--- src/sv/tccs_pkg.sv ---
// ----------------------------------------------------------------------------
// tccs_pkg
// Shared types, constants and helpers of the text console core.
// ----------------------------------------------------------------------------
package tccs_pkg;

  localparam int COLUMNS    = 80;
  localparam int ROWS       = 25;
  localparam int CELL_COUNT = COLUMNS * ROWS;

  localparam int COL_W  = $clog2(COLUMNS);
  localparam int ROW_W  = $clog2(ROWS);
  localparam int ADDR_W = 11;   // cell_index / cursor_pos field width
  localparam int CELL_W = 16;
  localparam int CHAR_W = 8;
  localparam int OP_W   = 2;

  localparam logic [CHAR_W-1:0] CH_NEWLINE   = 8'h0A;
  localparam logic [CHAR_W-1:0] CH_BACKSPACE = 8'h08;
  localparam logic [CHAR_W-1:0] CH_RETURN    = 8'h0D;
  localparam logic [CHAR_W-1:0] CH_SPACE     = 8'h20;
  localparam logic [CHAR_W-1:0] RESET_COLOR  = 8'h07;
  localparam logic [CELL_W-1:0] RESET_BLANK  = {RESET_COLOR, CH_SPACE};

  typedef enum logic [OP_W-1:0] {
    OP_PUT   = 2'd0,
    OP_CLEAR = 2'd1,
    OP_READ  = 2'd2,
    OP_NOP   = 2'd3
  } op_t;

  typedef enum logic [1:0] {
    ST_INIT,
    ST_IDLE,
    ST_READ,
    ST_SWEEP
  } state_t;

  typedef struct packed {
    logic              en;
    logic [ADDR_W-1:0] addr;
    logic [CELL_W-1:0] data;
  } mem_wr_t;

  typedef struct packed {
    mem_wr_t           wr;
    logic              scroll;
    logic [ADDR_W-1:0] pos;
    logic [ADDR_W-1:0] pos_next;
  } cur_info_t;

  typedef struct packed {
    logic              go;
    logic              scroll;
    logic [CELL_W-1:0] blank;
  } sweep_cmd_t;

  typedef struct packed {
    logic              busy;
    logic              done;
    logic [ADDR_W-1:0] rd_addr;
  } sweep_stat_t;

  function automatic logic [ADDR_W-1:0] cell_addr(input logic [ROW_W-1:0] row,
                                                  input logic [COL_W-1:0] col);
    return ADDR_W'(int'(row) * COLUMNS + int'(col));
  endfunction

endpackage

--- src/sv/tccs_cursor.sv ---
// ----------------------------------------------------------------------------
// tccs_cursor
// Cursor registers and the put-character decode: cell write and next cursor.
// ----------------------------------------------------------------------------
module tccs_cursor
  import tccs_pkg::*;
(
  input  logic              clk,
  input  logic              rst,
  input  logic              put,
  input  logic              home,
  input  logic [CHAR_W-1:0] char_code,
  input  logic [CHAR_W-1:0] color,
  output cur_info_t         info
);

  logic [COL_W-1:0] col;
  logic [ROW_W-1:0] row;
  logic [COL_W:0]   col_next;
  logic [ROW_W:0]   row_next;
  logic             wr_en;
  logic [ADDR_W-1:0] wr_addr;
  logic [CELL_W-1:0] wr_data;
  logic             scroll;

  always_comb begin
    col_next = {1'b0, col};
    row_next = {1'b0, row};
    wr_en    = 1'b0;
    wr_addr  = cell_addr(row, col);
    wr_data  = {color, char_code};
    if (char_code == CH_NEWLINE) begin
      col_next = '0;
      row_next = row_next + 1'b1;
    end else if (char_code == CH_BACKSPACE) begin
      if (col != '0) begin
        col_next = col_next - 1'b1;
        wr_en    = 1'b1;
        wr_addr  = cell_addr(row, col - 1'b1);
        wr_data  = {color, CH_SPACE};
      end
    end else if (char_code == CH_RETURN) begin
      col_next = '0;
    end else begin
      wr_en    = 1'b1;
      col_next = col_next + 1'b1;
    end
    // wrap at end of row
    if (col_next >= (COL_W+1)'(COLUMNS)) begin
      col_next = '0;
      row_next = row_next + 1'b1;
    end
    scroll = (row_next >= (ROW_W+1)'(ROWS));
    if (scroll) begin
      row_next = (ROW_W+1)'(ROWS - 1);
    end
  end

  always_ff @(posedge clk) begin
    if (rst || home) begin
      col <= '0;
      row <= '0;
    end else if (put) begin
      col <= col_next[COL_W-1:0];
      row <= row_next[ROW_W-1:0];
    end
  end

  assign info.wr.en   = put & wr_en;
  assign info.wr.addr = wr_addr;
  assign info.wr.data = wr_data;
  assign info.scroll  = scroll;
  assign info.pos     = cell_addr(row, col);
  assign info.pos_next = cell_addr(row_next[ROW_W-1:0], col_next[COL_W-1:0]);

endmodule

--- config.mk ---
export PLATFORM = sky130hd
export DESIGN_NAME = tccs_cursor
export DESIGN_NICKNAME = d
export VERILOG_FILES = /design/src/sv/tccs_pkg.sv /design/src/sv/tccs_cursor.sv
export SDC_FILE = /design/constraint.sdc
export NUM_CORES = 1
export LEC_CHECK = 0
export BUFFER_PORTS_ARGS = -buffer_cell sky130_fd_sc_hd__buf_4
export CAP_MARGIN = 20
export CORE_MARGIN = 2
export CORE_UTILIZATION = 30
export CTS_CLUSTER_DIAMETER = 200
export DETAILED_ROUTE_END_ITERATION = 10
export MAX_ROUTING_LAYER = met4
export SYNTH_ARGS = -nofsm -noshare
export SYNTH_HDL_FRONTEND = slang
export SYNTH_SLANG_ARGS = --single-unit
--- constraint.sdc ---
create_clock -name clk -period 9.58 [get_ports clk]
set_clock_uncertainty 0.05 [all_clocks]
set_input_delay 1.916 -clock clk [delete_from_list [all_inputs] [get_ports clk]]
set_output_delay 1.916 -clock clk [all_outputs]
set_load 0.005 [all_outputs]
Yosys cells after proc, flatten, opt, wreduce, memory -nomap -nowiden
Cells that the tools add are included.
{"block": "op_classes", "n_mux": 18, "n_reduce_logical": 2, "order_cmp": 2, "n_addsub": 8, "eq_ne": 3, "bitwise": 1, "multipliers": 2}
{"operator": "$mux 8", "count": 7}
{"operator": "$mux 11", "count": 3}
{"operator": "$eq 8x4->1 const B", "count": 3}
{"operator": "$add 11x7->11", "count": 2}
{"operator": "$mul 5x3->7 const B", "count": 2}
{"operator": "$mux 6", "count": 2}
{"operator": "$add 11x8->11", "count": 1}
{"operator": "$add 7x1->8 const B", "count": 1}
{"operator": "$ge 8x7->1 const B", "count": 1}
{"operator": "$sub 7x1->8 const B", "count": 1}
{"operator": "$mux 7", "count": 1}
{"operator": "$reduce_bool 7->1", "count": 1}
{"operator": "$sub 7x1->7 const B", "count": 1}
{"operator": "$add 5x1->6 const B", "count": 1}
{"operator": "$add 6x1->6 const B", "count": 1}
{"operator": "$ge 6x5->1 const B", "count": 1}
{"operator": "$mux 5", "count": 1}
{"operator": "$mux 1", "count": 4}
{"operator": "$and 1x1->1", "count": 1}
{"operator": "$logic_or 1x1->1", "count": 1}
{"block": "word_totals", "reg_bits": 12, "output_inout_bits": 51}

Longest topological paths before layout
{"block": "logic_depth", "word_depth": 10, "ltp_mapped": 21, "mapped_depth_nobuf": 21}

Worst setup path after synthesis
No wires, ideal clock.
{"block": "synth_path", "path_kind": "input to output", "startpoint": "input port char_code[6]", "endpoint": "output port info[10] (netlist bit)", "stages": 20, "arrival_ns": 6.656, "slack_ns": 0.958, "path_cell_list": "or4b_1 > or2_1 > buf_2 > xnor2_1 > ha_1 > nand2b_1 > or4b_2 > mux2i_1 > nor3_1 > nor3b_1 > o21a_1 > nor2_1 > o21ai_2 > nor2_1 > ha_1 > fa_1 > and2_1 > nor3b_1 > o31ai_1 > xnor2_1"}
{"element": "start, declared", "line_no": "tccs_cursor.sv:12", "source": "input logic [CHAR_W-1:0] char_code,"}
{"element": "end, declared", "line_no": "tccs_cursor.sv:14", "source": "output cur_info_t info"}

==> flow_summary_export.csv <==
group,metric,value,unit
placement,io_buffers,54,
clock_network,root_buffer,"clkbuf_8",
floorplanning,die_w,95.2,µm
global_route,groute.usage.overall,0.149,
critical_path,rr_endpoint,"row[0]",
drt,drtIter0Drc,104,
critical_path,critical_path_arrival,7.18,ns
worst_hold_path,hold_start,"row[4]",
logic_synthesis,synth_largest_area_cell,"ha_1",
clock_network,clk_pin_slew,0.06,ns
drt,drtAntennaViolNets,0,
global_route,antenna_found_initial,0,
sta,fin_crit,9.15,ns
floorplanning,start_util,0.307,
sta,tightestPinTransition,0.671,ns
logic_synthesis,ys_seq_area_frac,0.0963,
layout,fin_util,0.354,
layout,final-instance-count-excl-fill,454,
global_route,grt_overflow,0,
run,max-cap-violations,0,
layout,nets,398,
logic_synthesis,yosys.area.top_type_share,0.120,
layout,syn2layout_area_growth,15.4,%
critical_path,slowest_delay,0.63,ns
clock_network,clk_latency,0.24,ns
critical_path,critPathSlowestCell,"or4b_1",
worst_hold_path,hold_path_end,"row[4]",
floorplanning,die_area,9060,µm²
sta,timing.setup.tns,0,ns
drt,viasPerCell,5.22,
floorplanning,die_h,95.2,µm
logic_synthesis,ys_ff_latch,12,
clock_network,clk_path_buf_depth,2,
sta,fmax,109,MHz
drt,top_layer_used,"met4",
logic_synthesis,async_reset_ff_frac,0,
drt,met1Wirelength,2890,µm
drt,dr_wl_met3,205,µm
critical_path,worstRegToRegCells,11,
logic_synthesis,syn-num-nets,377,
logic_synthesis,synthTopCellsByCount,"nand2_1, nor2_1, xnor2_1",
sta,relSlewSlack,0.552,
logic_synthesis,synthCells,329,
worst_hold_path,hold_class,"register to register",
critical_path,critical_path_class,"input pin to primary output",
power_and_ir_drop,peakVddDrop,0.0642,mV
logic_synthesis,ys_warn_count,0,
drt,wl_per_cell,14.1,µm
logic_synthesis,synth_area,2490,µm²
critical_path,startpoint_type,"input pin",
floorplanning,io-pin-count,71,
power_and_ir_drop,p_leak,0.00129,µW
clock_network,h-tree-depth,1,
clock_network,postCtsSetupBuffers,0,
clock_network,cts_sinks,12,
placement,dp.cells,450,
sta,drv_slew,0,
floorplanning,row_count,33,
layout,regArea,240,µm²
logic_synthesis,synth.area.top_cells,"ha_1, xnor2_1, dfxtp_1",
sta,hold_viol_final,0,
clock_network,cts_tree,"done",
logic_synthesis,ys.flop_type,"dfxtp_1",
global_route,grt_max_degree,18,
critical_path,cp_max_fo,6,
logic_synthesis,syn_avg_cell_area,7.58,µm²
drt,drt_wl_total,6390,µm
placement,dpl.hpwl,5070,µm
layout,multi_input_area,2000,µm²
power_and_ir_drop,power_density,49.8,nW/µm²
sta,finalSetupViolations,0,
global_route,grt_pass1_vias,2261,
drt,vias,2370,
worst_hold_path,hold_depth,2,
critical_path,cp-end-kind,"primary output",
drt,drt_pass1_iterations,4,
placement,gp_congestion,0.903,
critical_path,crit_chain,"buf_4 -> or4b_1 -> or2_1 -> xnor2_1 -> ha_1 -> nand2b_1 -> or4b_2 -> mux2i_2 -> nor3_1 -> nor3b_1 -> o21a_1 -> nor2_1 -> o21ai_2 -> nor2_1 -> ha_1 -> fa_1 -> and2_1 -> o2111ai_1 -> and3_1 -> xor2_1 -> buf_4",
global_route,grt_pass1_wl,10700,µm
layout,drive_gt1_frac,0.229,
critical_path,timing.rr.start,"col[0]",
drt,drcViolationCount,0,
clock_network,numCtsBuffers,3,
critical_path,worstPathRequired,7.61,ns
sta,finalCritPeriodShare,0.955,
logic_synthesis,synth_edf_count,0,
logic_synthesis,synth.distinct_cells,65,
clock_network,cts.repair.resized,0,
clock_network,ctsHoldBuffers,0,
layout,insertedDiodeCount,0,
sta,rsz0062_at_grt,"no",
critical_path,reg2reg_slack,5.86,ns
drt,dr_wl_met2,3240,µm
outcome,status,"completed",
layout,fill_cells,824,
floorplanning,coreArea,8130,µm²
worst max-delay path, delay by kind of cell:
family	cells	cell delay, ns
mux	1	0.24
fa+ha+maj	3	1.24
compound gates	3	0.60
buf+inv	2	0.26
simple gates	10	2.52
xor+xnor	2	0.40
layout make-up:
cell class	count	share of cell area
multi-input cells	269	0.695
repair buffers	56	0.146
flip-flops and latches	12	0.0835
well taps	105	0.0457
clock buffers	4	0.0191
inverters	8	0.0104
routing by layer:
metal / vias up / track usage
met5: - / -
met4: 0 / 0.0266
met3: 7 / 0.0229
met2: 39 / 0.255
met1: 1143 / 0.186
li1: 1181 / -
flip-flops by register name, summed over array words and instances, names as in the netlist:
register,cells
col,7
row,5
layout by cell type, fill, tap and decap left out, types with 2 or more instances in the layout:
cell,count
buf_4,56
nand2_1,30
nor2_1,29
xnor2_1,28
ha_1,24
xor2_1,14
a21oi_1,14
o21ai_0,12
dfxtp_1,12
nor3_1,11
inv_1,8
nand2b_1,8
mux2i_1,8
a21o_1,7
nand3_1,5
and2_1,5
nor4_1,4
and3_1,4
fa_1,4
clkbuf_8,4
nor3b_1,3
nand4_1,3
a31oi_1,3
o31ai_1,3
a311oi_1,3
nor4b_1,2
or4b_4,2
nand3b_1,2
o21a_1,2
nor2_2,2
or4b_1,2
mux2i_2,2
o21ai_2,2
nor2b_1,2
or3b_1,2
how the worst max path moves through the flow:
stage / endpoint / start / slack (ns)
5_1_grt: info[10] / char_code[6] / 0.04
3_3_place_gp: info[10] / char_code[6] / 0.62
3_5_place_dp: info[10] / char_code[6] / 0.41
2_1_floorplan: info[10] / char_code[6] / 0.96
4_1_cts: info[10] / char_code[6] / 0.42
6_report: info[9] / char_code[6] / 0.43
logic make-up (layout without fill, tap and decap cells):
| family | Yosys count | after routing | share of synthesized area |
|---|---|---|---|
| buffers and inverters | 48 | 68 | 0.104 |
| XOR/XNOR | 42 | 42 | 0.148 |
| adder cells (fa/ha/maj) | 29 | 29 | 0.157 |
| AO/OA/AOI/OAI | 61 | 61 | 0.174 |
| flip-flops | 12 | 12 | 0.0963 |
| AND/OR/NAND/NOR | 127 | 127 | 0.279 |
| multiplexers | 10 | 10 | 0.0416 |
metrics by stage:
step | area, µm² | setup slack (ns) | hold slack, ns | total power, µW
2_1_floorplan | 2490 | 0.958 | 0.506 | 76.0
3_3_place_gp | 2820 | 0.624 | 0.548 | 86.8
6_report | 2880 | 0.434 | 0.563 | 143
4_1_cts | 2870 | 0.418 | 0.572 | 144
3_5_place_dp | 2820 | 0.415 | 0.564 | 87.4
5_1_grt | 2880 | 0.0448 | 0.599 | 150
power by group:
part | leakage [µW] | internal (µW) | switching (µW)
clock network | 0.0000288 | 36.4 | 20.7
registers | 0.0000970 | 50.5 | 1.49
logic | 0.00116 | 17.1 | 17.2
total | 0.00129 | 104 | 39.4
Note: power is estimated with default switching activity, not from simulation.
