`config.mk`:
```
export PLATFORM = sky130hd
export DESIGN_NAME = tccs_sweep
export DESIGN_NICKNAME = d
export VERILOG_FILES = /design/src/sv/tccs_pkg.sv /design/src/sv/tccs_sweep.sv
export SDC_FILE = /design/constraint.sdc
export NUM_CORES = 1
export LEC_CHECK = 0
export BUFFER_PORTS_ARGS = -buffer_cell sky130_fd_sc_hd__buf_4
export CELL_PAD_IN_SITES_DETAIL_PLACEMENT = 1
export CELL_PAD_IN_SITES_GLOBAL_PLACEMENT = 2
export CORE_ASPECT_RATIO = 0.9
export CORE_MARGIN = 8
export CORE_UTILIZATION = 27
export DETAILED_ROUTE_END_ITERATION = 8
export GPL_TIMING_DRIVEN = 0
export PLACE_DENSITY = 0.74
export SYNTH_ARGS = -nofsm -noshare
export SYNTH_HDL_FRONTEND = slang
export SYNTH_SLANG_ARGS = --single-unit
```
`constraint.sdc`:
```
create_clock -name clk -period 2.01 [get_ports clk]
set_clock_uncertainty 0.05 [all_clocks]
set_input_delay 0 -clock clk [delete_from_list [all_inputs] [get_ports clk]]
set_output_delay 0 -clock clk [all_outputs]
set_load 0.02 [all_outputs]
```
`src/sv/tccs_pkg.sv`:
```
// ----------------------------------------------------------------------------
// tccs_pkg
// Shared types, constants and helpers of the text console core.
// ----------------------------------------------------------------------------
package tccs_pkg;

  localparam int COLUMNS    = 80;
  localparam int ROWS       = 25;
  localparam int CELL_COUNT = COLUMNS * ROWS;

  localparam int COL_W  = $clog2(COLUMNS);
  localparam int ROW_W  = $clog2(ROWS);
  localparam int ADDR_W = 11;   // cell_index / cursor_pos field width
  localparam int CELL_W = 16;
  localparam int CHAR_W = 8;
  localparam int OP_W   = 2;

  localparam logic [CHAR_W-1:0] CH_NEWLINE   = 8'h0A;
  localparam logic [CHAR_W-1:0] CH_BACKSPACE = 8'h08;
  localparam logic [CHAR_W-1:0] CH_RETURN    = 8'h0D;
  localparam logic [CHAR_W-1:0] CH_SPACE     = 8'h20;
  localparam logic [CHAR_W-1:0] RESET_COLOR  = 8'h07;
  localparam logic [CELL_W-1:0] RESET_BLANK  = {RESET_COLOR, CH_SPACE};

  typedef enum logic [OP_W-1:0] {
    OP_PUT   = 2'd0,
    OP_CLEAR = 2'd1,
    OP_READ  = 2'd2,
    OP_NOP   = 2'd3
  } op_t;

  typedef enum logic [1:0] {
    ST_INIT,
    ST_IDLE,
    ST_READ,
    ST_SWEEP
  } state_t;

  typedef struct packed {
    logic              en;
    logic [ADDR_W-1:0] addr;
    logic [CELL_W-1:0] data;
  } mem_wr_t;

  typedef struct packed {
    mem_wr_t           wr;
    logic              scroll;
    logic [ADDR_W-1:0] pos;
    logic [ADDR_W-1:0] pos_next;
  } cur_info_t;

  typedef struct packed {
    logic              go;
    logic              scroll;
    logic [CELL_W-1:0] blank;
  } sweep_cmd_t;

  typedef struct packed {
    logic              busy;
    logic              done;
    logic [ADDR_W-1:0] rd_addr;
  } sweep_stat_t;

  function automatic logic [ADDR_W-1:0] cell_addr(input logic [ROW_W-1:0] row,
                                                  input logic [COL_W-1:0] col);
    return ADDR_W'(int'(row) * COLUMNS + int'(col));
  endfunction

endpackage

```
`src/sv/tccs_sweep.sv`:
```
// ----------------------------------------------------------------------------
// tccs_sweep
// Whole-screen walker: blank fill or scroll-up copy, one cell per cycle.
// ----------------------------------------------------------------------------
module tccs_sweep
  import tccs_pkg::*;
(
  input  logic              clk,
  input  logic              rst,
  input  sweep_cmd_t        cmd,
  input  logic [CELL_W-1:0] rd_data,
  output mem_wr_t           wr,
  output sweep_stat_t       stat
);

  localparam logic [ADDR_W-1:0] LAST_IDX  = ADDR_W'(CELL_COUNT - 1);
  localparam logic [ADDR_W-1:0] COPY_END  = ADDR_W'(CELL_COUNT - COLUMNS);

  logic              busy;
  logic              scroll;
  logic [CELL_W-1:0] blank;
  logic [ADDR_W-1:0] idx;
  // write stage, the cycle after the read issue
  logic              stg_valid;
  logic              stg_last;
  logic              stg_from_mem;
  logic [ADDR_W-1:0] stg_addr;

  always_ff @(posedge clk) begin
    if (rst) begin
      busy      <= 1'b1;       // reset clear pass
      scroll    <= 1'b0;
      blank     <= RESET_BLANK;
      idx       <= '0;
      stg_valid <= 1'b0;
    end else begin
      if (cmd.go) begin
        busy   <= 1'b1;
        scroll <= cmd.scroll;
        blank  <= cmd.blank;
        idx    <= '0;
      end else if (busy) begin
        idx <= idx + 1'b1;
        if (idx == LAST_IDX) begin
          busy <= 1'b0;
        end
      end
      stg_valid <= busy;
    end
  end

  always_ff @(posedge clk) begin
    stg_addr     <= idx;
    stg_last     <= (idx == LAST_IDX);
    stg_from_mem <= scroll && (idx < COPY_END);
  end

  assign stat.busy    = busy;
  assign stat.done    = stg_valid & stg_last;
  assign stat.rd_addr = idx + ADDR_W'(COLUMNS);

  assign wr.en   = stg_valid;
  assign wr.addr = stg_addr;
  assign wr.data = stg_from_mem ? rd_data : blank;

endmodule

```
Word-level counts from Yosys, hierarchy flattened
Cells that the tools add are included.
- register bits after elaboration: 43
- input bits: 36
- output and inout bits: 41
- word-level logic and storage cells: 18
- $add $sub $neg: 2
- magnitude comparators: 1
- eq/ne operators: 1
- multiplexer cells: 3
- bitwise logic cells: 1
- reduce and logical (&&, ||, !) cells: 2
- operators by type and width (kind ; number):
    16-bit two-way mux ; 1
    11-bit by 1-bit adder with 11-bit output, second input constant ; 1
    11-bit by 7-bit adder with 11-bit output, second input constant ; 1
    11-bit equality test, second input constant ; 1
    11-bit < comparator, second input constant ; 1
    1-bit two-way mux ; 2
    2-bit OR reduction ; 1
    1-bit AND ; 1
    1-bit logical AND ; 1

Longest topological paths before layout
- depth after elaboration: 3
- depth in mapped cells: 5
- mapped depth without buffers: 5

Worst setup path before layout
Ideal clock, no wire load.
- path kind: register to register
- from: reg idx[0]
- to: reg idx[10]
- arrival: 1393 ps
- data required time: 1889 ps
- path slack: 497 ps
- stages on the path, launching flop included: 5
- clock period less this slack: 1513 ps
- cells stage by stage: dfxtp_1 > ha_1 > nand4_4 > or4_1 > a21oi_1
- cells in the longest elaborated chain, start to end: 1
- ends and longest elaborated chain (item ; line ; RTL):
    start: declaration ; tccs_sweep.sv:22 ; logic [ADDR_W-1:0] idx;
    start signal: assignment ; tccs_sweep.sv:43 ; idx <= idx + 1'b1;
    11-bit by 1-bit adder with 11-bit output ; tccs_sweep.sv:43 ;
Every way passes these cells.
A chain may end at the register's enable or synchronous reset.

Final worst setup path
- from: in cmd[17] (netlist name)
- to: reg blank[8]
- RTL lines (item ; line ; RTL):
    start: declaration ; tccs_sweep.sv:10 ; input sweep_cmd_t cmd,
    end signal: assignment ; tccs_sweep.sv:40 ; blank <= cmd.blank;
    end: declaration ; tccs_sweep.sv:21 ; logic [CELL_W-1:0] blank;
No word-level cell between the ends.

==> results by stage <==
Place:
- The instance area after placement is between 2000 and 2500 um^2.
- Routability-driven placement finished with a final weighted congestion of a little over 0.7.
- Buffers placed on the I/O ports in this run total between 70 and 80.
- Once detailed placement completed, the half-perimeter wirelength came to 3.852 mm.

Finish:
- After routing the design area is ~2800 um^2.
- The number of fill cells is 760.
- Summing all flip-flop and latch instances after layout gives 860.8 um^2.
- The area added between synthesis and finish is 53.03%.
- The share of final-layout standard cells stronger than drive strength 1 is between 40 and 50%.
- The multi-input combinational cells in the finished layout cover a total of about 800 um^2.
- The antenna diode count is 0.
- The number of nets at the end of the flow is 315.

Synthesis:
- The area of the mapped netlist is 1798 um^2.
- After synthesis, flip-flops and latches occupy between 40% and 50% of the total area.
- The synthesized net count is 214.
- The post-synthesis instance total is roughly 180.
- The biggest area contributor in the post-synthesis netlist is sky130_fd_sc_hd__dfxtp_1.
- After synthesis, the largest area contributor takes up ~48% of total cell area.
- For this run, the number of Yosys warnings is 0.
- The synthesized area divided by synthesized cell count is 10.27 um^2.
- After synthesis, the cell types taking the most area are sky130_fd_sc_hd__dfxtp_1 (48%), sky130_fd_sc_hd__mux2_2 (10%), sky130_fd_sc_hd__mux2i_1 (7.8%), sky130_fd_sc_hd__nor2_1 (4.2%), sky130_fd_sc_hd__buf_4 (2.9%).
- The number of distinct library cells after synthesis is 29.
- The number of storage elements in the synthesis netlist is 43.

Floorplan:
- The die span in y is between 90 and 100 um.
- The initial utilization of the core area, before any placement, comes to between 20% and 30%.
- The core area is around 6500 um^2.
- The number of I/O pins is 77.
- The row count is 28.
- The area enclosed by the die boundary is about 9500 um^2.
- In this run the horizontal extent of the chip is between 100 and 150 um.

Critical path:
- The kind of start point of the critical path is an input port.
- The worst path arrival time is ~2.0 ns.
- The nature of the critical path endpoint is a register.
- The critical path data required time is roughly 2.1 ns.
- The biggest fanout along the worst timing path is 10.
- The kind of critical path is in -> reg.
- The number of cell instances on the worst register-to-register path is 4.

Power and ir drop:
- Dividing total power by cell area gives a power density of 629.2 nW/um^2.
- The total power after layout is ~1.7 mW.
- Across the VDD grid, the largest voltage drop is roughly 0.25 mV.
- The leakage dissipation is around 1.2 nW.

STA:
- The ratio of final minimum period to clock period is 92.66%.
- In this run the tightest slew margin relative to its limit is 66.51%.
- Setup total negative slack on the finished layout was measured at 0 ns.
- The final number of max-transition violations came to 0.
- Setup violations remaining at the end of the flow were counted as 0.
- The number of hold-slack violations in the final timing report came to 0.
- For the pin with the worst max-slew slack, the measured transition is 0.5023 ns.
- The maximum clock frequency is approximately 540 MHz.
- Setup repair after global routing left no endpoint under its margin.
- The routed design could run at a clock period as short as between 1.5 and 2 ns.

Global routing:
- Entering global routing, the biggest net connects 13 pins.
- The number of global-route vias before repair was around 1700.
- The first-pass GRT wire length is around 8.4 mm.
- The residual overflow from global routing is 0.
- The initial antenna violation count came to 0.
- Global routing consumed, over all layers together, about 11% of the routing resources.

Min path:
- The worst hold path belongs to the class in -> reg.
- The worst hold path was traced through 2 stages.

Job:
- The number of violations of the max-capacitance limit is 0.

Clock network:
- The number of clock buffers inserted by TritonCTS is 5.
- Counting every sink on the clock net gives 43.
- After clock tree synthesis, the clock-pin slew on the worst setup and hold paths is 0.08 ns.
- The number of buffers on the longest clock path is 2.
- The clock tree synthesis step divided the H-tree into 2 levels.
- The master cell of the clock root buffer is sky130_fd_sc_hd__clkbuf_8.
- The clock insertion delay at the later pin of the skew report is between 0.2 and 0.3 ns.
- TritonCTS built the clock tree.

Drt:
- The final antenna-violating net count is 0.
- For this block, the via count after detailed routing is 1614.
- After the first detailed-routing iteration, the DRC count stood at 49.
- Dividing the detail-routed wire length by the instance count gives roughly 14 um.
- The number of detailed-route iterations in the first pass is 4.
- In the routed design, unresolved DRC markers number 0.
- The vias per cell is 4.410.
- The routed wire length is between 5 and 6 mm.

Run status:
- The run finished with clean final reports.
-- worst max-delay path, cell delays in order --
cell and delay, ns:
sky130_fd_sc_hd__dlygate4sd3_1 0.55, sky130_fd_sc_hd__buf_4 0.15, sky130_fd_sc_hd__buf_2 0.21, sky130_fd_sc_hd__buf_2 0.25, sky130_fd_sc_hd__a211o_1 0.28, sky130_fd_sc_hd__dlygate4sd3_1 0.56
-- final cells by class --
class                   instances  area share, %
flip-flops and latches         43          31.29
multi-input cells             111          29.97
repair buffers                 94          27.38
well taps                      90          4.093
plain buffers                  17          3.547
clock buffers                   6          3.001
inverters                       4         0.5457
clock inverters                 1         0.1819
-- synthesized netlist by cell type (all sizes together) --
| master | instances |
|---|---|
| dfxtp | 43 |
| nor2 | 20 |
| mux2 | 16 |
| mux2i | 14 |
| buf | 13 |
| a21oi | 7 |
| nand2 | 6 |
| nand4 | 6 |
| xnor2 | 6 |
| a211o | 4 |
| clkbuf | 4 |
| inv | 4 |
| nor2b | 4 |
| o21ai | 4 |
| ha | 3 |
| nand3 | 3 |
| o31ai | 3 |
| or3 | 3 |
| or4 | 3 |
| xor2 | 3 |
| and2 | 1 |
| nor4 | 1 |
| o2111ai | 1 |
| o21a | 1 |
| o21bai | 1 |
| or2 | 1 |
-- what timing repair did --
action | CTS | global route
setup endpoints to repair | 0 | 0
hold buffers | 19 | 0
resized for setup | 0 | 0
buffers inserted | 0 | 0
endpoints found under the hold margin | 18 | 0
-- metal layers --
metal,global-route usage [%],vias up,routed length [um]
met5,0,-,0
met4,3.297,0,45
met3,2.895,5,251
met2,19.42,27,2691
met1,12.65,783,2242
li1,-,799,-
-- path summary, 6_finish.rpt --
| kind | slack [ns] | to | start |
|---|---|---|---|
| setup / recovery | 0.15 | blank[8] | cmd[17] |
| hold / removal | 0.05 | blank[15] | rst |
| setup reg to reg | 0.34 | idx[10] | idx[1] |
| hold reg to reg | 0.30 | stg_addr[7] | idx[7] |
-- where the power goes --
| group | switching (mW) | internal (mW) |
|---|---|---|
| Combinational | 0.121 | 0.163 |
| Clock | 0.284 | 0.270 |
| Sequential | 0.0148 | 0.878 |
-- layout by cell type (no fill, tap or decap), drive strengths merged --
| cell | instances |
|---|---|
| buf | 88 |
| dfxtp | 43 |
| nor2 | 20 |
| dlygate4sd3 | 19 |
| mux2 | 16 |
| mux2i | 14 |
| clkbuf | 10 |
| a21oi | 7 |
| xnor2 | 6 |
| nand2 | 6 |
| nand4 | 6 |
| inv | 4 |
| o21ai | 4 |
| nor2b | 4 |
| a211o | 4 |
| xor2 | 3 |
| nand3 | 3 |
| o31ai | 3 |
| or4 | 3 |
| ha | 3 |
| or3 | 3 |
| o2111ai | 1 |
| nor4 | 1 |
| o21a | 1 |
| and2 | 1 |
| or2 | 1 |
| o21bai | 1 |
| clkinv | 1 |
-- sequential cells by signal, indices dropped and copies added (netlist names) --
| name | flops |
|---|---|
| blank | 16 |
| idx | 11 |
| stg_addr | 11 |
| busy | 1 |
| scroll | 1 |
| stg_from_mem | 1 |
| stg_last | 1 |
| stg_valid | 1 |
-- logic make-up after synthesis --
group                    synth area share, %
multiplexers                           17.81
buffers and inverters                  6.263
XOR/XNOR                               4.384
flip-flops                             47.88
AND/OR/NAND/NOR                        13.99
adder cells (fa/ha/maj)                2.088
AO/OA/AOI/OAI                          7.585
-- stage by stage --
step / hold slack (ns) / setup WS, ns / util [%] / std cells
3_3_place_gp: 0.1571 / 0.3276 / 37.96 / 340
6_report: 0.05016 / 0.1476 / 42.22 / 366
2_1_floorplan: 0.07242 / 0.4969 / - / 175
5_1_grt: 0.09192 / 0.04405 / 42.22 / 366
4_1_cts: 0.03466 / 0.1383 / 42.22 / 366
3_5_place_dp: 0.1605 / 0.3333 / 37.96 / 340
Note: power is estimated with default switching activity, not from simulation.
